**config.mk**
```make
export PLATFORM = sky130hd
export DESIGN_NAME = nozzle_range_mapper_unit
export DESIGN_NICKNAME = d
export VERILOG_FILES = /design/src/rtl/nrm_pkg.sv /design/src/rtl/nrm_div.sv /design/src/rtl/nrm_datapath.sv /design/src/rtl/nrm_ctrl.sv /design/src/rtl/nozzle_range_mapper_unit.sv
export SDC_FILE = /design/constraint.sdc
export NUM_CORES = 1
export LEC_CHECK = 0
export BUFFER_PORTS_ARGS = -buffer_cell sky130_fd_sc_hd__buf_2
export CORE_ASPECT_RATIO = 1.2
export CORE_UTILIZATION = 57
export CTS_CLUSTER_DIAMETER = 200
export DETAILED_ROUTE_END_ITERATION = 10
export PLACE_DENSITY = 0.76
export SLEW_MARGIN = 20
export SYNTH_ARGS = -nofsm -noshare
export SYNTH_HDL_FRONTEND = slang
export SYNTH_SLANG_ARGS = --single-unit
```
**constraint.sdc**
```tcl
create_clock -name aclk -period 6.5 [get_ports aclk]
set_input_delay 1.625 -clock aclk [delete_from_list [all_inputs] [get_ports aclk]]
set_output_delay 1.625 -clock aclk [all_outputs]
set_load 0.02 [all_outputs]
```
**src/rtl/nrm_pkg.sv**
```systemverilog
// ---------------------------------------------------------------------------
// nrm_pkg
// Widths, reset values, register map and control types of the mapper.
// ---------------------------------------------------------------------------
package nrm_pkg;

    localparam int MAX_NOZZLES_DEF = 64;
    localparam int PIXEL_BITS_DEF  = 16;

    localparam int S_TDATA_W = 32;
    localparam int M_TDATA_W = 16;
    localparam int M_TUSER_W = 1;
    localparam int CFG_IDX_W = 3;
    localparam int CFG_DAT_W = 16;

    localparam int XW      = 17;
    localparam int CW      = 15;
    localparam int PPN_W   = 16;
    localparam int CNT_W   = 7;
    localparam int FID_W   = 12;
    localparam int ID_W    = 13;
    localparam int FRAC_W  = 8;
    localparam int DIVQ_W  = CW + FRAC_W;
    localparam int ACC_W   = 23;
    localparam int LB_W    = ACC_W + 1 - FRAC_W;
    localparam int DCNT_W  = $clog2(DIVQ_W + 1);

    localparam logic [CW-1:0]    FW_RST  = 15'd1024;
    localparam logic [CW-1:0]    LP_RST  = 15'd0;
    localparam logic [CW-1:0]    RP_RST  = 15'd0;
    localparam logic [PPN_W-1:0] PPN_RST = 16'd4096;
    localparam logic [CNT_W-1:0] NC_RST  = 7'd64;
    localparam logic [FID_W-1:0] FID_RST = 12'd1;

    typedef enum logic [CFG_IDX_W-1:0] {
        REG_FRAME_WIDTH  = 3'd0,
        REG_LEFT_PAD     = 3'd1,
        REG_RIGHT_PAD    = 3'd2,
        REG_PIX_PER_NOZ  = 3'd3,
        REG_NOZZLE_COUNT = 3'd4,
        REG_FIRST_ID     = 3'd5
    } cfg_reg_t;

    typedef enum logic [1:0] {
        SEL_X0   = 2'd0,
        SEL_X1   = 2'd1,
        SEL_FROM = 2'd2
    } div_sel_t;

    typedef struct packed {
        logic     load;
        logic     div_start;
        div_sel_t div_sel;
        logic     save_n0;
        logic     save_n1;
        logic     init_range;
        logic     init_scan;
        logic     gen_step;
        logic     flush;
    } nrm_cmd_t;

    typedef struct packed {
        logic span_empty;
        logic pre0;
        logic pre1;
        logic any_end;
        logic scan_none;
        logic div_done;
        logic q_ok;
        logic gen_done;
        logic out_free;
    } nrm_stat_t;

endpackage

```
**src/rtl/nrm_div.sv**
```systemverilog
// ---------------------------------------------------------------------------
// nrm_div
// Restoring divider, one quotient bit per cycle.
// ---------------------------------------------------------------------------
module nrm_div (
    input  logic                       aclk,
    input  logic                       aresetn,
    input  logic                       start,
    input  logic [nrm_pkg::DIVQ_W-1:0] num,
    input  logic [nrm_pkg::PPN_W-1:0]  den,
    output logic                       done,
    output logic [nrm_pkg::DIVQ_W-1:0] quo,
    output logic [nrm_pkg::PPN_W-1:0]  rem
);
    import nrm_pkg::*;

    logic [DIVQ_W-1:0] sh_reg, sh_next;
    logic [PPN_W-1:0]  rem_reg, rem_next;
    logic [DCNT_W-1:0] cnt_reg, cnt_next;
    logic              done_reg, done_next;
    logic [PPN_W:0]    trial;
    logic [PPN_W:0]    diff;
    logic              ge;

    assign trial = {rem_reg, sh_reg[DIVQ_W-1]};
    assign ge    = trial >= {1'b0, den};
    assign diff  = trial - {1'b0, den};

    always_comb begin
        sh_next   = sh_reg;
        rem_next  = rem_reg;
        cnt_next  = cnt_reg;
        done_next = 1'b0;
        if (cnt_reg != '0) begin
            sh_next   = {sh_reg[DIVQ_W-2:0], ge};
            rem_next  = ge ? diff[PPN_W-1:0] : trial[PPN_W-1:0];
            cnt_next  = cnt_reg - 1'b1;
            done_next = (cnt_reg == DCNT_W'(1));
        end else if (start) begin
            sh_next  = num;
            rem_next = '0;
            cnt_next = DCNT_W'(DIVQ_W);
        end
    end

    always_ff @(posedge aclk) begin
        if (!aresetn) begin
            cnt_reg  <= '0;
            done_reg <= 1'b0;
        end else begin
            cnt_reg  <= cnt_next;
            done_reg <= done_next;
        end
    end

    always_ff @(posedge aclk) begin
        sh_reg  <= sh_next;
        rem_reg <= rem_next;
    end

    assign done = done_reg;
    assign quo  = sh_reg;
    assign rem  = rem_reg;

endmodule

```
**src/rtl/nrm_datapath.sv**
```systemverilog
// ---------------------------------------------------------------------------
// nrm_datapath
// Config registers, span tests, nozzle walker and result register.
// ---------------------------------------------------------------------------
module nrm_datapath #(
    parameter int MAX_NOZZLES = nrm_pkg::MAX_NOZZLES_DEF,
    parameter int PIXEL_BITS  = nrm_pkg::PIXEL_BITS_DEF
) (
    input  logic                          aclk,
    input  logic                          aresetn,
    input  nrm_pkg::nrm_cmd_t             cmd,
    output nrm_pkg::nrm_stat_t            stat,
    input  logic [nrm_pkg::S_TDATA_W-1:0] s_tdata,
    input  logic                          cfg_valid,
    input  logic [nrm_pkg::CFG_IDX_W-1:0] cfg_index,
    input  logic [nrm_pkg::CFG_DAT_W-1:0] cfg_data,
    output logic                          m_tvalid,
    input  logic                          m_tready,
    output logic [nrm_pkg::M_TDATA_W-1:0] m_tdata,
    output logic [nrm_pkg::M_TUSER_W-1:0] m_tuser,
    output logic                          m_tlast
);
    import nrm_pkg::*;

    logic [CW-1:0]    fw_reg, lp_reg, rp_reg;
    logic [PPN_W-1:0] ppn_reg;
    logic [CNT_W-1:0] nc_reg;
    logic [FID_W-1:0] fid_reg;

    logic signed [XW-1:0] x0_reg, x1_reg;
    logic                 v0_reg, v1_reg;
    logic [CNT_W-1:0]     n0_reg, n1_reg;

    logic              scan_reg;
    logic [CNT_W-1:0]  k_reg, hi_reg;
    logic [ACC_W-1:0]  acc_reg;
    logic [LB_W-1:0]   t_reg;
    logic              pend_valid_reg, pend_valid_next;
    logic [ID_W-1:0]   pend_id_reg;

    logic              m_valid_reg, m_valid_next;
    logic [ID_W-1:0]   m_id_reg;
    logic              m_empty_reg, m_last_reg;

    logic signed [XW-1:0] fw_s, as_s, ae_s, x1m, from_s, to_s, fd, d_sel;
    logic [CNT_W-1:0]     cnt_eff;
    logic [DIVQ_W-1:0]    div_num, div_q;
    logic [PPN_W-1:0]     div_rem;
    logic                 div_done, q_ok;
    logic [ACC_W:0]       acc_init, lo_sum, hi_sum;
    logic [LB_W-1:0]      lo_b, hi_b;
    logic                 gen_done, gen_hit, out_free;
    logic [ID_W-1:0]      k_id;
    logic                 push;
    logic [ID_W-1:0]      push_id;
    logic                 push_empty, push_last;

    function automatic logic pix_ok(input logic signed [XW-1:0] x,
                                    input logic signed [XW-1:0] fw,
                                    input logic signed [XW-1:0] as,
                                    input logic signed [XW-1:0] ae,
                                    input logic [PPN_W-1:0] ppn);
        logic ok;
        ok = (x >= 0) && (x < fw) && (x >= as) && (x < ae) && (ppn != '0);
        return ok;
    endfunction

    assign fw_s   = $signed({2'b00, fw_reg});
    assign as_s   = $signed({2'b00, lp_reg});
    assign ae_s   = fw_s - $signed({2'b00, rp_reg});
    assign x1m    = x1_reg - XW'(1);
    assign from_s = (x0_reg > as_s) ? x0_reg : as_s;
    assign to_s   = (x1_reg < ae_s) ? x1_reg : ae_s;
    assign fd     = from_s - as_s;
    assign cnt_eff = (nc_reg > CNT_W'(MAX_NOZZLES)) ? CNT_W'(MAX_NOZZLES) : nc_reg;

    always_comb begin
        unique case (cmd.div_sel)
            SEL_X0:   d_sel = x0_reg - as_s;
            SEL_X1:   d_sel = x1m - as_s;
            SEL_FROM: d_sel = fd;
            default:  d_sel = '0;
        endcase
    end
    assign div_num = {d_sel[CW-1:0], {FRAC_W{1'b0}}};

    nrm_div u_div (
        .aclk    (aclk),
        .aresetn (aresetn),
        .start   (cmd.div_start),
        .num     (div_num),
        .den     (ppn_reg),
        .done    (div_done),
        .quo     (div_q),
        .rem     (div_rem)
    );

    assign q_ok = div_q < DIVQ_W'(cnt_eff);

    assign acc_init = {1'b0, fd[CW-1:0], {FRAC_W{1'b0}}} + (ACC_W+1)'(ppn_reg)
                    - (ACC_W+1)'(div_rem);
    assign lo_sum   = {1'b0, acc_reg} + (ACC_W+1)'((1 << FRAC_W) - 1);
    assign hi_sum   = lo_sum + (ACC_W+1)'(ppn_reg);
    assign lo_b     = lo_sum[ACC_W:FRAC_W];
    assign hi_b     = hi_sum[ACC_W:FRAC_W];
    assign k_id     = ID_W'(fid_reg) + ID_W'(k_reg);

    assign gen_done = scan_reg ? ((lo_b >= t_reg) || (k_reg >= cnt_eff)) : (k_reg > hi_reg);
    assign gen_hit  = scan_reg ? (lo_b < hi_b) : 1'b1;
    assign out_free = !m_valid_reg || m_tready;

    always_comb begin
        push       = 1'b0;
        push_id    = pend_id_reg;
        push_empty = 1'b0;
        push_last  = 1'b0;
        pend_valid_next = pend_valid_reg;
        if (cmd.load) begin
            pend_valid_next = 1'b0;
        end else if (cmd.init_scan) begin
            pend_valid_next = 1'b1;
        end else if (cmd.gen_step && !gen_done && gen_hit) begin
            push            = pend_valid_reg;
            pend_valid_next = 1'b1;
        end else if (cmd.flush) begin
            push            = 1'b1;
            push_id         = pend_valid_reg ? pend_id_reg : '0;
            push_empty      = !pend_valid_reg;
            push_last       = 1'b1;
            pend_valid_next = 1'b0;
        end
    end

    always_comb begin
        m_valid_next = m_valid_reg;
        if (push) begin
            m_valid_next = 1'b1;
        end else if (m_tready) begin
            m_valid_next = 1'b0;
        end
    end

    always_ff @(posedge aclk) begin
        if (!aresetn) begin
            fw_reg  <= FW_RST;
            lp_reg  <= LP_RST;
            rp_reg  <= RP_RST;
            ppn_reg <= PPN_RST;
            nc_reg  <= NC_RST;
            fid_reg <= FID_RST;
        end else if (cfg_valid) begin
            unique case (cfg_reg_t'(cfg_index))
                REG_FRAME_WIDTH:  fw_reg  <= cfg_data[CW-1:0];
                REG_LEFT_PAD:     lp_reg  <= cfg_data[CW-1:0];
                REG_RIGHT_PAD:    rp_reg  <= cfg_data[CW-1:0];
                REG_PIX_PER_NOZ:  ppn_reg <= cfg_data[PPN_W-1:0];
                REG_NOZZLE_COUNT: nc_reg  <= cfg_data[CNT_W-1:0];
                REG_FIRST_ID:     fid_reg <= cfg_data[FID_W-1:0];
                default: ;
            endcase
        end
    end

    always_ff @(posedge aclk) begin
        if (!aresetn) begin
            pend_valid_reg <= 1'b0;
            m_valid_reg    <= 1'b0;
            v0_reg         <= 1'b0;
            v1_reg         <= 1'b0;
            scan_reg       <= 1'b0;
        end else begin
            pend_valid_reg <= pend_valid_next;
            m_valid_reg    <= m_valid_next;
            if (cmd.load) begin
                v0_reg <= 1'b0;
                v1_reg <= 1'b0;
            end
            if (cmd.save_n0) begin
                v0_reg <= q_ok;
            end
            if (cmd.save_n1) begin
                v1_reg <= q_ok;
            end
            if (cmd.init_range) begin
                scan_reg <= 1'b0;
            end
            if (cmd.init_scan) begin
                scan_reg <= 1'b1;
            end
        end
    end

    always_ff @(posedge aclk) begin
        if (cmd.load) begin
            x0_reg <= XW'($signed(s_tdata[PIXEL_BITS-1:0]));
            x1_reg <= XW'($signed(s_tdata[S_TDATA_W/2 +: PIXEL_BITS]));
        end
        if (cmd.save_n0) begin
            n0_reg <= div_q[CNT_W-1:0];
        end
        if (cmd.save_n1) begin
            n1_reg <= div_q[CNT_W-1:0];
        end
        if (cmd.init_range) begin
            k_reg  <= v0_reg ? n0_reg : n1_reg;
            hi_reg <= v1_reg ? n1_reg : n0_reg;
        end else if (cmd.init_scan) begin
            pend_id_reg <= ID_W'(fid_reg) + ID_W'(div_q[CNT_W-1:0]);
            k_reg       <= div_q[CNT_W-1:0] + 1'b1;
            acc_reg     <= acc_init[ACC_W-1:0];
            t_reg       <= LB_W'(to_s - as_s);
        end else if (cmd.gen_step && !gen_done) begin
            if (gen_hit) begin
                pend_id_reg <= k_id;
            end
            k_reg   <= k_reg + 1'b1;
            acc_reg <= acc_reg + ACC_W'(ppn_reg);
        end
        if (push) begin
            m_id_reg    <= push_id;
            m_empty_reg <= push_empty;
            m_last_reg  <= push_last;
        end
    end

    assign stat.span_empty = !(x1_reg > x0_reg);
    assign stat.pre0       = pix_ok(x0_reg, fw_s, as_s, ae_s, ppn_reg);
    assign stat.pre1       = pix_ok(x1m, fw_s, as_s, ae_s, ppn_reg);
    assign stat.any_end    = v0_reg || v1_reg;
    assign stat.scan_none  = (from_s >= to_s) || (ppn_reg == '0);
    assign stat.div_done   = div_done;
    assign stat.q_ok       = q_ok;
    assign stat.gen_done   = gen_done;
    assign stat.out_free   = out_free;

    assign m_tvalid = m_valid_reg;
    assign m_tdata  = M_TDATA_W'(m_id_reg);
    assign m_tuser  = m_empty_reg;
    assign m_tlast  = m_last_reg;

endmodule

```
**src/rtl/nrm_ctrl.sv**
```systemverilog
// ---------------------------------------------------------------------------
// nrm_ctrl
// Sequencer: end pixel tests, divides, walk and final transfer.
// ---------------------------------------------------------------------------
module nrm_ctrl (
    input  logic               aclk,
    input  logic               aresetn,
    input  logic               s_tvalid,
    output logic               s_tready,
    input  nrm_pkg::nrm_stat_t stat,
    output nrm_pkg::nrm_cmd_t  cmd
);
    import nrm_pkg::*;

    typedef enum logic [8:0] {
        ST_IDLE  = 9'b000000001,
        ST_END0  = 9'b000000010,
        ST_WAIT0 = 9'b000000100,
        ST_END1  = 9'b000001000,
        ST_WAIT1 = 9'b000010000,
        ST_PICK  = 9'b000100000,
        ST_WAITF = 9'b001000000,
        ST_GEN   = 9'b010000000,
        ST_FLUSH = 9'b100000000
    } state_t;

    state_t state_reg, state_next;

    always_comb begin
        state_next = state_reg;
        cmd        = '0;
        cmd.div_sel = SEL_X0;
        unique case (state_reg)
            ST_IDLE: begin
                if (s_tvalid) begin
                    cmd.load   = 1'b1;
                    state_next = ST_END0;
                end
            end
            ST_END0: begin
                if (stat.span_empty) begin
                    state_next = ST_FLUSH;
                end else if (stat.pre0) begin
                    cmd.div_start = 1'b1;
                    cmd.div_sel   = SEL_X0;
                    state_next    = ST_WAIT0;
                end else begin
                    state_next = ST_END1;
                end
            end
            ST_WAIT0: begin
                if (stat.div_done) begin
                    cmd.save_n0 = 1'b1;
                    state_next  = ST_END1;
                end
            end
            ST_END1: begin
                if (stat.pre1) begin
                    cmd.div_start = 1'b1;
                    cmd.div_sel   = SEL_X1;
                    state_next    = ST_WAIT1;
                end else begin
                    state_next = ST_PICK;
                end
            end
            ST_WAIT1: begin
                if (stat.div_done) begin
                    cmd.save_n1 = 1'b1;
                    state_next  = ST_PICK;
                end
            end
            ST_PICK: begin
                cmd.div_sel = SEL_FROM;
                if (stat.any_end) begin
                    cmd.init_range = 1'b1;
                    state_next     = ST_GEN;
                end else if (stat.scan_none) begin
                    state_next = ST_FLUSH;
                end else begin
                    cmd.div_start = 1'b1;
                    state_next    = ST_WAITF;
                end
            end
            ST_WAITF: begin
                cmd.div_sel = SEL_FROM;
                if (stat.div_done) begin
                    if (stat.q_ok) begin
                        cmd.init_scan = 1'b1;
                        state_next    = ST_GEN;
                    end else begin
                        state_next = ST_FLUSH;
                    end
                end
            end
            ST_GEN: begin
                if (stat.gen_done) begin
                    state_next = ST_FLUSH;
                end else if (stat.out_free) begin
                    cmd.gen_step = 1'b1;
                end
            end
            ST_FLUSH: begin
                if (stat.out_free) begin
                    cmd.flush  = 1'b1;
                    state_next = ST_IDLE;
                end
            end
            default: state_next = ST_IDLE;
        endcase
    end

    always_ff @(posedge aclk) begin
        if (!aresetn) begin
            state_reg <= ST_IDLE;
        end else begin
            state_reg <= state_next;
        end
    end

    assign s_tready = (state_reg == ST_IDLE);

endmodule

```
**src/rtl/nozzle_range_mapper_unit.sv**
```systemverilog
// ---------------------------------------------------------------------------
// nozzle_range_mapper_unit
// Maps a detector pixel span to the ejector nozzle ids it covers.
// ---------------------------------------------------------------------------
// Input stream s_*: one transfer carries a span, start pixel in the low half
// and end pixel (exclusive) in the high half. Output stream m_*: one transfer
// per nozzle id, tlast on the final one; an empty span gives one transfer
// with tuser set and id zero. The cfg_* channel writes the six mapping
// registers by index and is always ready; write it only while idle.
// One span at a time: s_tready is high only while the sequencer is idle.
// Each mapped end pixel costs one pass of the shared restoring divider; when
// neither end maps, a further pass finds the first nozzle. Ids then leave
// at up to one per cycle from the nozzle walker while the receiver takes
// them, and a final transfer closes the run.
// A stalled receiver holds the result register and pauses the walker; a new
// span is accepted while the previous last result still waits to leave.
// Reset (aresetn low at a clock edge) restores the register defaults,
// drops any span in progress and clears m_tvalid.
// ---------------------------------------------------------------------------
module nozzle_range_mapper_unit #(
    parameter int MAX_NOZZLES = nrm_pkg::MAX_NOZZLES_DEF,
    parameter int PIXEL_BITS  = nrm_pkg::PIXEL_BITS_DEF
) (
    input  logic                          aclk,
    input  logic                          aresetn,
    input  logic                          s_tvalid,
    output logic                          s_tready,
    input  logic [nrm_pkg::S_TDATA_W-1:0] s_tdata,   // span_start, span_end
    output logic                          m_tvalid,
    input  logic                          m_tready,
    output logic [nrm_pkg::M_TDATA_W-1:0] m_tdata,   // nozzle_id, zero pad
    output logic [nrm_pkg::M_TUSER_W-1:0] m_tuser,   // empty_res
    output logic                          m_tlast,
    input  logic                          cfg_valid,
    output logic                          cfg_ready,
    input  logic [nrm_pkg::CFG_IDX_W-1:0] cfg_index,
    input  logic [nrm_pkg::CFG_DAT_W-1:0] cfg_data
);
    import nrm_pkg::*;

    nrm_cmd_t  cmd;
    nrm_stat_t stat;

    assign cfg_ready = 1'b1;

    nrm_ctrl u_ctrl (
        .aclk     (aclk),
        .aresetn  (aresetn),
        .s_tvalid (s_tvalid),
        .s_tready (s_tready),
        .stat     (stat),
        .cmd      (cmd)
    );

    nrm_datapath #(
        .MAX_NOZZLES (MAX_NOZZLES),
        .PIXEL_BITS  (PIXEL_BITS)
    ) u_dp (
        .aclk      (aclk),
        .aresetn   (aresetn),
        .cmd       (cmd),
        .stat      (stat),
        .s_tdata   (s_tdata),
        .cfg_valid (cfg_valid),
        .cfg_index (cfg_index),
        .cfg_data  (cfg_data),
        .m_tvalid  (m_tvalid),
        .m_tready  (m_tready),
        .m_tdata   (m_tdata),
        .m_tuser   (m_tuser),
        .m_tlast   (m_tlast)
    );

endmodule

```
==> summary.md, run 1 <==
| Metric | Value |
|---|---|
| Run status | `completed` |
| Yosys reg bits | `266` |
| Vias | `19600` |
| WL/cell | `21.1 um` |
| Antenna Nets Post-Route | `0` |
| CP Launch Type | `flip-flop` |
| Hold Crit Class | `flip-flop to flip-flop` |
| Final Wtd Congestion | `1.02` |
| Starting Density | `58.1%` |
| Vias in the first global route | `18900` |
| Clock skew | `0.0197 ns` |
| Vias per inst | `6.07` |
| Critical Path Fanout Max | `7` |
| Layout fillers | `3075` |
| Clock-pin slew on the worst setup and hold paths | `0.06 ns` |
| Die extent in x | `182 um` |
| Highest clock rate | `156 MHz` |
| Slew margin rel. | `28.3%` |
| Critical path's top delay family | `compound AO/OA/AOI/OAI gates` |
| Worst-skew pair later-pin latency | `0.60 ns` |
| Clk buf depth | `3` |
| Max VDD drop | `0.000378 V` |
| Setup ws final | `0.0707 ns` |
| CP arrival | `6.74 ns` |
| Final setup viols | `0` |
| Synthesis-to-finish area growth | `15.5%` |
| Cell Area, Synth | `22100 um^2` |
| Dpl ws | `-0.115 ns` |
| Reg2reg start | `u_dp.fw_reg[0]` |
| Multi-input logic area | `14300 um^2` |
| Register Area | `6990 um^2` |
| Fin crit share | `98.9%` |
| Row count | `78` |
| Max-cap check violation count | `0` |
| Gr usage total | `33.6%` |
| Dpl hpwl | `53900 um` |
| Reg2Reg Capture Point | `u_dp.u_div.quo[15]` |
| Most common cell after layout, fill and taps aside | `ha_1` |
| Req. time, crit path | `6.81 ns` |
| CP Buf/Inv Count | `10` |
| Residual DRC | `0` |
| PortBufs | `72` |
| Clock sink total | `266` |
| Synth cell types | `92` |
| Die area | `39500 um^2` |
| CP startpoint | `u_dp.fw_reg[0]` |
| Io pins | `77` |
| Final wirelength | `68100 um` |
| Pin count of the biggest net entering global routing | `66` |
| Core area | `38000 um^2` |
| Worst setup path category | `flip-flop to flip-flop` |
| Final hold vios | `0` |
| CP endpoint kind | `flip-flop` |
| Crit path capture | `u_dp.u_div.quo[15]` |
| Reg2Reg Depth | `34` |
| Post-synthesis sequential area ratio | `31.7%` |
| Commonest non-fill, non-tap cells in the layout | `313 x ha_1, 311 x nand2_1, 218 x inv_1, 204 x a21oi_1, 174 x nor2_1` |
| Crit-path max cell delay | `0.41 ns` |
| Final hold slack | `0.458 ns` |
| Reg2reg setup slack | `0.07 ns` |
| H-tree lvl count | `1` |
| Async set-reset flop share out of synthesis | `0%` |
| Critical Path Stages | `34` |
| Slowest library cell on the worst path | `fa_2` |
| Root buffer cell | `clkbuf_16` |
| Initial drt markers | `1519` |
| Actual slew at the worst max-slew pin | `1.07 ns` |
| Inserted Clock Buffers | `29` |
| Slew Limit Fails | `0` |
| DIE HEIGHT | `217 um` |
| Drt first pass iters | `5` |
| Cells after Synth | `2527` |
| Static Leak | `10.9 nW` |
| Final net count | `3128` |
| Minimum clock period | `6.43 ns` |
| RSZ-0062 raised after global routing | `true` |
| Post-synth EDFFs | `166` |
| Mean post-synth cell area | `8.73 um^2` |
| Synth Warn # | `0` |
| N_diodes | `0` |
| First-pass GRT wire length | `102000 um` |
| Initial antenna violation count | `0` |
| Power per cell area | `317 nW/um^2` |
| CTS tree | `built` |
| Layout cell share with drive strength beyond 1 | `14.4%` |
| Grt ovf | `0` |
| Main synth FF type | `edfxtp_1` |
| CTS Hold Bufs | `0` |
[per-layer routing]
metal	wire, um	vias up	share of wire, %	global-route usage [%]
met5	0	-	0	0
li1	-	9413	-	-
met3	4480	249	6.6	5.04
met2	32900	739	48	59.0
met4	4780	0	7.0	21.3
met1	26000	9233	38	38.4
[cells by family (layout without fill, tap and decap cells)]
| logic type | after synthesis | count (layout) | synth area share (%) |
|---|---|---|---|
| fa+ha+maj | 342 | 342 | 19.9 |
| mux | 47 | 47 | 2.22 |
| compound gates | 603 | 603 | 17.1 |
| other cells | 2 | 5 | 0.0340 |
| xor+xnor | 148 | 148 | 5.88 |
| flops | 266 | 266 | 31.7 |
| simple gates | 836 | 836 | 18.2 |
| buf+inv | 283 | 509 | 4.94 |
[synthesized netlist by cell type (all sizes together) (9+ instances only)]
cell type	number	area (um^2)
mux2	13	150
a21o	69	518
ha	323	4040
o21bai	18	146
nand2	311	1170
and2	18	115
xnor2	92	806
xor2	56	490
clkbuf	53	199
or3	21	141
inv	222	833
nor2b	52	333
dfxtp	100	2000
and3	21	131
a21oi	220	1100
o211ai	17	128
nor3b	9	67.6
o21a	27	203
or2	9	56.3
nor3	46	230
a31oi	15	93.8
nor4	26	199
fa	16	320
o21ai	140	704
mux2i	34	340
nor2	181	682
nand3	54	290
o2111ai	11	96.3
nand2b	33	206
edfxtp	166	4980
nand4	30	188
a211oi	20	150
[power by group]
part           switching (W)  internal [W]  total [W]
combinational        0.00218       0.00175    0.00393
sequential          0.000207       0.00214    0.00235
clock               0.000724       0.00107    0.00180
[worst min path at each step]
stage                    start  cells after the start  slack (ns)         endpoint
6_report        u_dp.rp_reg[5]                      2        0.46   u_dp.rp_reg[5]
4_1_cts         u_dp.rp_reg[5]                      2        0.46   u_dp.rp_reg[5]
3_5_place_dp    u_dp.rp_reg[5]                      2        0.45   u_dp.rp_reg[5]
2_1_floorplan  u_dp.lp_reg[10]                      2        0.44  u_dp.lp_reg[10]
5_1_grt         u_dp.rp_reg[1]                      2        0.47   u_dp.rp_reg[1]
3_3_place_gp    u_dp.rp_reg[1]                      2        0.44   u_dp.rp_reg[1]
[metrics by stage]
stage               cell area (um^2)  cells  utilization (%)  setup TNS, ns  total power (W)
finish                         25500   3236             67.1              0          0.00808
global route                   25500   3236             67.1          -8.09          0.00858
CTS                            24900   3215             65.6        -0.0116          0.00779
detailed placement             23800   3161             62.8          -4.13          0.00596
global placement               23800   3161             62.8        -0.0340          0.00586
floorplan                      22100   2530                -              0          0.00487
[layout make-up]
| class | instances | area share (%) |
|---|---|---|
| Inverter | 222 | 3.28 |
| Clock inverter | 20 | 1.07 |
| Tap cell | 480 | 2.36 |
| Multi-Input combinational cell | 1981 | 56.3 |
| Sequential cell | 266 | 27.4 |
| Clock buffer | 34 | 2.96 |
| Timing Repair Buffer | 233 | 6.65 |
[what timing repair did]
item,in CTS,in global routing
pin swaps,4,44
setup endpoints to repair,48,65
buffers inserted,0,19
gates cloned,0,4
gates resized for setup,11,94
[worst register-to-register path, delay by kind of cell (launching register included)]
kind / cells / cell delay [ns]
xor+xnor: 1 / 0.14
simple gates: 6 / 0.93
compound gates: 12 / 2.20
buf+inv: 10 / 1.17
flops: 1 / 0.32
fa+ha+maj: 5 / 1.40
No activity file was read; power rests on OpenSTA's default activity.
==> inputs of run 2 (changes only) <==
Settings changed: GPL_ROUTABILITY_DRIVEN set to 0, RECOVER_POWER set to 50.
==> run 2 against run 1 <==
The flow now finishes with violations (max-capacitance violations, max-slew violations); sequential power about the same; sequential share of layout area up 0.47 points; cell count down 0.96%; critical endpoint is now u_dp.t_reg[14]; total power down 3.3%; clock-buffer cell count down 1.
==> summary.md, run 2 (synthesis results as in run 1) <==
| Metric | Value |
|---|---|
| Run status | `finished with violations` |
| Violated checks | `max-capacitance violations, max-slew violations` |
| Switching share of power | `39.5%` |
| Row count | `78` |
| Multi-input logic area | `14300 um^2` |
| Seq pwr share | `30.1%` |
| Vias in the first global route | `19400` |
| CTS tree | `built` |
| Grt ovf | `0` |
| Hold Path Sink | `u_dp.rp_reg[5]` |
| Drt first pass iters | `6` |
| Final net count | `3097` |
| Residual DRC | `0` |
| Reg2reg setup slack | `0.08 ns` |
| Reg2reg start | `u_dp.fw_reg[0]` |
| Max-cap check violation count | `3` |
| Net load switching power | `0.00308 W` |
| Critical Path Fanout Max | `3` |
| CP arrival | `6.75 ns` |
| Power per cell area | `312 nW/um^2` |
| Reg2Reg Depth | `39` |
| GR Layer Usage met2 | `56.9%` |
| Io pins | `77` |
| Layout cell share with drive strength beyond 1 | `12.5%` |
| Commonest non-fill, non-tap cells in the layout | `311 x nand2_1, 309 x ha_1, 214 x inv_1, 203 x a21oi_1, 177 x nor2_1` |
| Reg2Reg Capture Point | `u_dp.t_reg[14]` |
| Clock power share | `20.6%` |
| Antenna Nets Post-Route | `0` |
| Minimum clock period | `6.42 ns` |
| Die extent in x | `182 um` |
| Vias per inst | `6.22` |
| Most common cell after layout, fill and taps aside | `nand2_1` |
| Final hold slack | `0.456 ns` |
| Actual slew at the worst max-slew pin | `2.18 ns` |
| Dpl ws | `-0.106 ns` |
| Final setup viols | `0` |
| Met1 Usage GRT | `37.6%` |
| WL/cell | `21.2 um` |
| Clock-pin slew on the worst setup and hold paths | `0.06 ns` |
| RSZ-0062 raised after global routing | `true` |
| Pin count of the biggest net entering global routing | `48` |
| H-tree lvl count | `1` |
| Internal power | `0.00473 W` |
| DIE HEIGHT | `217 um` |
| Grt met3 use | `5.81%` |
| Clk buf depth | `3` |
| Clock sink total | `266` |
| CP endpoint kind | `flip-flop` |
| Gr usage total | `33.5%` |
| Core area | `38000 um^2` |
| Register Area | `6990 um^2` |
| Worst hold start | `u_dp.rp_reg[5]` |
| Clock skew | `0.0148 ns` |
| Root buffer cell | `clkbuf_16` |
| Inserted Clock Buffers | `29` |
| Vias | `19900` |
| Layer carrying the most global-route usage | `met2` |
| First-pass GRT wire length | `103000 um` |
| Initial drt markers | `1464` |
| Slew Limit Fails | `81` |
| Req. time, crit path | `6.83 ns` |
| Final hold vios | `0` |
| Synthesis-to-finish area growth | `13.6%` |
| Slew margin rel. | `-45.1%` |
| Static Leak | `10.6 nW` |
| Starting Density | `58.1%` |
| Die area | `39500 um^2` |
| Dpl hpwl | `52600 um` |
| Highest clock rate | `156 MHz` |
| Fin crit share | `98.7%` |
| Total negative setup slack | `0 ns` |
| Combinational share of power | `49.3%` |
| Slowest library cell on the worst path | `o41a_1` |
| Crit-path max cell delay | `0.40 ns` |
| Worst-skew pair later-pin latency | `0.58 ns` |
| CP most frequent cell | `a21oi_2` |
| Final core utilization | `66.0%` |
| Final wirelength | `68000 um` |
| Worst setup path category | `flip-flop to flip-flop` |
| Hold Crit Class | `flip-flop to flip-flop` |
| WHS Path Cells | `2` |
| Max VDD drop | `0.000296 V` |
| Setup ws final | `0.0827 ns` |
| Layout fillers | `3069` |
| CP Launch Type | `flip-flop` |
| Final Cell Area | `25100 um^2` |
| Initial antenna violation count | `1` |
| Placed Area | `23600 um^2` |
| CTS Hold Bufs | `0` |
| PortBufs | `72` |
-- run 2: changes by cell type in the layout (fill, tap and decap cells not counted), sizes merged --
| cell | before | now |
|---|---|---|
| buf | 230 | 176 |
| clkinv | 10 | 14 |
| clkbuf | 37 | 59 |
| clkinvlp | 2 | 1 |
| bufinv | 6 | 2 |
| diode | 0 | 1 |
| inv | 224 | 225 |
-- run 2: repair_timing --
action	4_1_cts	5_1_grt
buffers inserted	1	25
cloned	0	3
setup endpoints to repair	7	60
resized for setup	17	77
pin swaps	5	54
-- run 2: per-layer routing --
layer  vias up  routed length (um)
met1      9344               25700
met2       883               31800
met4         0                5770
met5         -                   0
met3       367                4720
li1       9353                   -
-- run 2: critical path, delay by kind of cell, from the launching register on --
| family | cells | cell delay, ns |
|---|---|---|
| XOR/XNOR | 2 | 0.24 |
| AND/OR/NAND/NOR | 5 | 0.41 |
| flip-flops | 1 | 0.32 |
| buffers and inverters | 7 | 0.57 |
| adder cells (fa/ha/maj) | 5 | 1.35 |
| AO/OA/AOI/OAI | 20 | 3.28 |
-- run 2: final cells by class --
class                   instances  share of cell area (%)
diodes                          1                 0.00999
multi-input cells            1981                    57.3
repair buffers                202                    5.51
clock inverters                20                   0.639
clock buffers                  33                    2.96
flip-flops and latches        266                    27.9
well taps                     480                    2.40
inverters                     222                    3.33
-- run 2: metrics by stage --
step	instances	total power [W]
CTS	3178	0.00752
global placement	3124	0.00575
detailed placement	3124	0.00588
finish	3205	0.00781
floorplan	2530	0.00487
global route	3205	0.00830
-- run 2: worst max-delay path by stage --
stage / end / cells past startpoint / slack (ns) / startpoint
2_1_floorplan: u_dp.u_div.quo[0] / 30 / 0.06 / u_dp.rp_reg[8]
3_3_place_gp: u_dp.u_div.quo[22] / 34 / 0.07 / u_dp.fw_reg[0]
3_5_place_dp: u_dp.u_div.quo[22] / 36 / -0.11 / u_dp.fw_reg[0]
4_1_cts: u_dp.u_div.quo[22] / 35 / 0.02 / u_dp.rp_reg[2]
5_1_grt: u_dp.t_reg[14] / 38 / -0.22 / u_dp.rp_reg[1]
6_report: u_dp.t_reg[14] / 39 / 0.08 / u_dp.fw_reg[0]
-- run 2: power groups by stage --
stage	registers [W]	logic [W]	clock network (W)
finish	0.00235	0.00385	0.00161
global placement	0.00237	0.00338	0
detailed placement	0.00237	0.00351	0
floorplan	0.00230	0.00257	0
global route	0.00237	0.00425	0.00168
CTS	0.00234	0.00356	0.00162
==> inputs of run 3 (changes only) <==
Settings changed: PLACE_DENSITY 0.76 to 0.77.
==> run 3 against run 2 <==
The flow still finishes with violations (max-capacitance violations, max-slew violations); via count up 0.33%; critical path type unchanged; global-route usage about the same; hold slack worse by 0.0026 ns; combinational power about the same; sequential power about the same; clock power up 13%; sequential cell count unchanged; total power up 2.7%; clock-buffer cell count up 3; utilization up 0.53 points; cell count up 0.25%; cell area up 0.80%; critical endpoint is now u_dp.u_div.quo[22].
==> summary.md, run 3 (synthesis results as in run 1) <==
| Metric | Value |
|---|---|
| Slowest library cell on the worst path | `fa_2` |
| Starting Density | `58.1%` |
| Setup ws final | `0.0392 ns` |
| Initial drt markers | `1768` |
| Highest clock rate | `155 MHz` |
| Final setup viols | `0` |
| Row count | `78` |
| Slew Limit Fails | `96` |
| Post-layout total power | `0.00802 W` |
| Reg2reg setup slack | `0.04 ns` |
| RSZ-0062 raised after global routing | `true` |
| Layout cell share with drive strength beyond 1 | `13.0%` |
| Hold Crit Class | `flip-flop to flip-flop` |
| Inserted Clock Buffers | `29` |
| Pin count of the biggest net entering global routing | `63` |
| Vias in the first global route | `19200` |
| Register Area | `6990 um^2` |
| CP arrival | `6.76 ns` |
| Minimum clock period | `6.46 ns` |
| WL/cell | `21.3 um` |
| Final net count | `3103` |
| Dpl ws | `-0.0613 ns` |
| Vias | `20000` |
| PortBufs | `72` |
| Final hold vios | `0` |
| Fin crit share | `99.4%` |
| Violated checks | `max-capacitance violations, max-slew violations` |
| Residual DRC | `0` |
| Clock skew | `0.0139 ns` |
| Worst-skew pair later-pin latency | `0.60 ns` |
| Req. time, crit path | `6.80 ns` |
| First-pass GRT wire length | `103000 um` |
| Die area | `39500 um^2` |
| Io pins | `77` |
| CP most frequent cell | `a21oi_2` |
| Die extent in x | `182 um` |
| Clock sink total | `266` |
| Clk buf depth | `3` |
| Static Leak | `10.8 nW` |
| Final core utilization | `66.5%` |
| Core area | `38000 um^2` |
| Max-cap check violation count | `2` |
| Clock-pin slew on the worst setup and hold paths | `0.06 ns` |
| Critical Path Fanout Max | `4` |
| Final hold slack | `0.453 ns` |
| Total negative setup slack | `0 ns` |
| DIE HEIGHT | `217 um` |
| Worst setup path category | `flip-flop to flip-flop` |
| Crit-path max cell delay | `0.41 ns` |
| Initial antenna violation count | `2` |
| CTS tree | `built` |
| Dpl hpwl | `52300 um` |
| Gr usage total | `33.5%` |
| Antenna Nets Post-Route | `0` |
| Power per cell area | `318 nW/um^2` |
| Drt first pass iters | `6` |
| Multi-input logic area | `14400 um^2` |
| CP endpoint kind | `flip-flop` |
| Final wirelength | `68400 um` |
| Most common cell after layout, fill and taps aside | `nand2_1` |
| Layout fillers | `2966` |
| CP Launch Type | `flip-flop` |
| H-tree lvl count | `1` |
| Actual slew at the worst max-slew pin | `1.99 ns` |
| Synthesis-to-finish area growth | `14.5%` |
| Max VDD drop | `0.000277 V` |
| Slew margin rel. | `-32.6%` |
| Vias per inst | `6.23` |
| Grt ovf | `0` |
| Root buffer cell | `clkbuf_16` |
| Commonest non-fill, non-tap cells in the layout | `311 x nand2_1, 308 x ha_1, 215 x inv_1, 202 x a21oi_1, 177 x nor2_1` |
| Run status | `finished with violations` |
## run 3: worst max-delay path: cells and delay by family (launching register included)
family / cells / cell delay [ns]
DFF: 1 / 0.32
buffers and inverters: 5 / 0.40
adders and majority gates: 5 / 1.30
muxes: 1 / 0.17
and+or+nand+nor: 5 / 0.61
xor gates and xnor gates: 2 / 0.27
AOI/OAI and AO/OA: 17 / 3.10
## run 3: repair_timing
action | CTS | global route
endpoints found under the setup margin | 33 | 63
buffers inserted | 1 | 19
hold buffers | 0 | 0
pin swaps | 4 | 57
gates resized for setup | 8 | 91
cloned | 0 | 4
## run 3: through the flow
| step | instances | instance area, um^2 |
|---|---|---|
| floorplan | 2530 | 22100 |
| global placement | 3133 | 23600 |
| detailed placement | 3133 | 23600 |
| CTS | 3188 | 24700 |
| global route | 3212 | 25300 |
| finish | 3213 | 25300 |
## run 3: final timing paths
| path | depth (start not counted) | endpoint | startpoint |
|---|---|---|---|
| worst max-delay path | 35 | u_dp.u_div.quo[22] | u_dp.fw_reg[0] |
| worst min-delay path | 2 | u_dp.rp_reg[5] | u_dp.rp_reg[5] |
| worst max register to register | 35 | u_dp.u_div.quo[22] | u_dp.fw_reg[0] |
| worst min register to register | 2 | u_dp.rp_reg[5] | u_dp.rp_reg[5] |
## run 3: final cells by class
| cell class | count | share of cell area (%) |
|---|---|---|
| Sequential cell | 266 | 27.7 |
| Clock inverter | 18 | 1.04 |
| Inverter | 222 | 3.30 |
| Antenna cell | 2 | 0.0198 |
| Tap cell | 480 | 2.38 |
| Clock buffer | 36 | 3.06 |
| Multi-Input combinational cell | 1981 | 56.9 |
| Timing Repair Buffer | 208 | 5.66 |
## run 3: layer usage
layer	track usage [%]	vias to the layer above	part of all wire [%]	routed length, um
li1	-	9354	-	-
met3	5.53	318	8.6	5870
met4	22.4	0	7.7	5270
met1	38.9	9317	37	25300
met2	56.8	1024	47	32000
met5	0	-	0	0
## run 3: report_power, final
group	internal, W	switching [W]
registers	0.00215	0.000205
clock network	0.00108	0.000731
logic	0.00168	0.00218
total	0.00491	0.00311
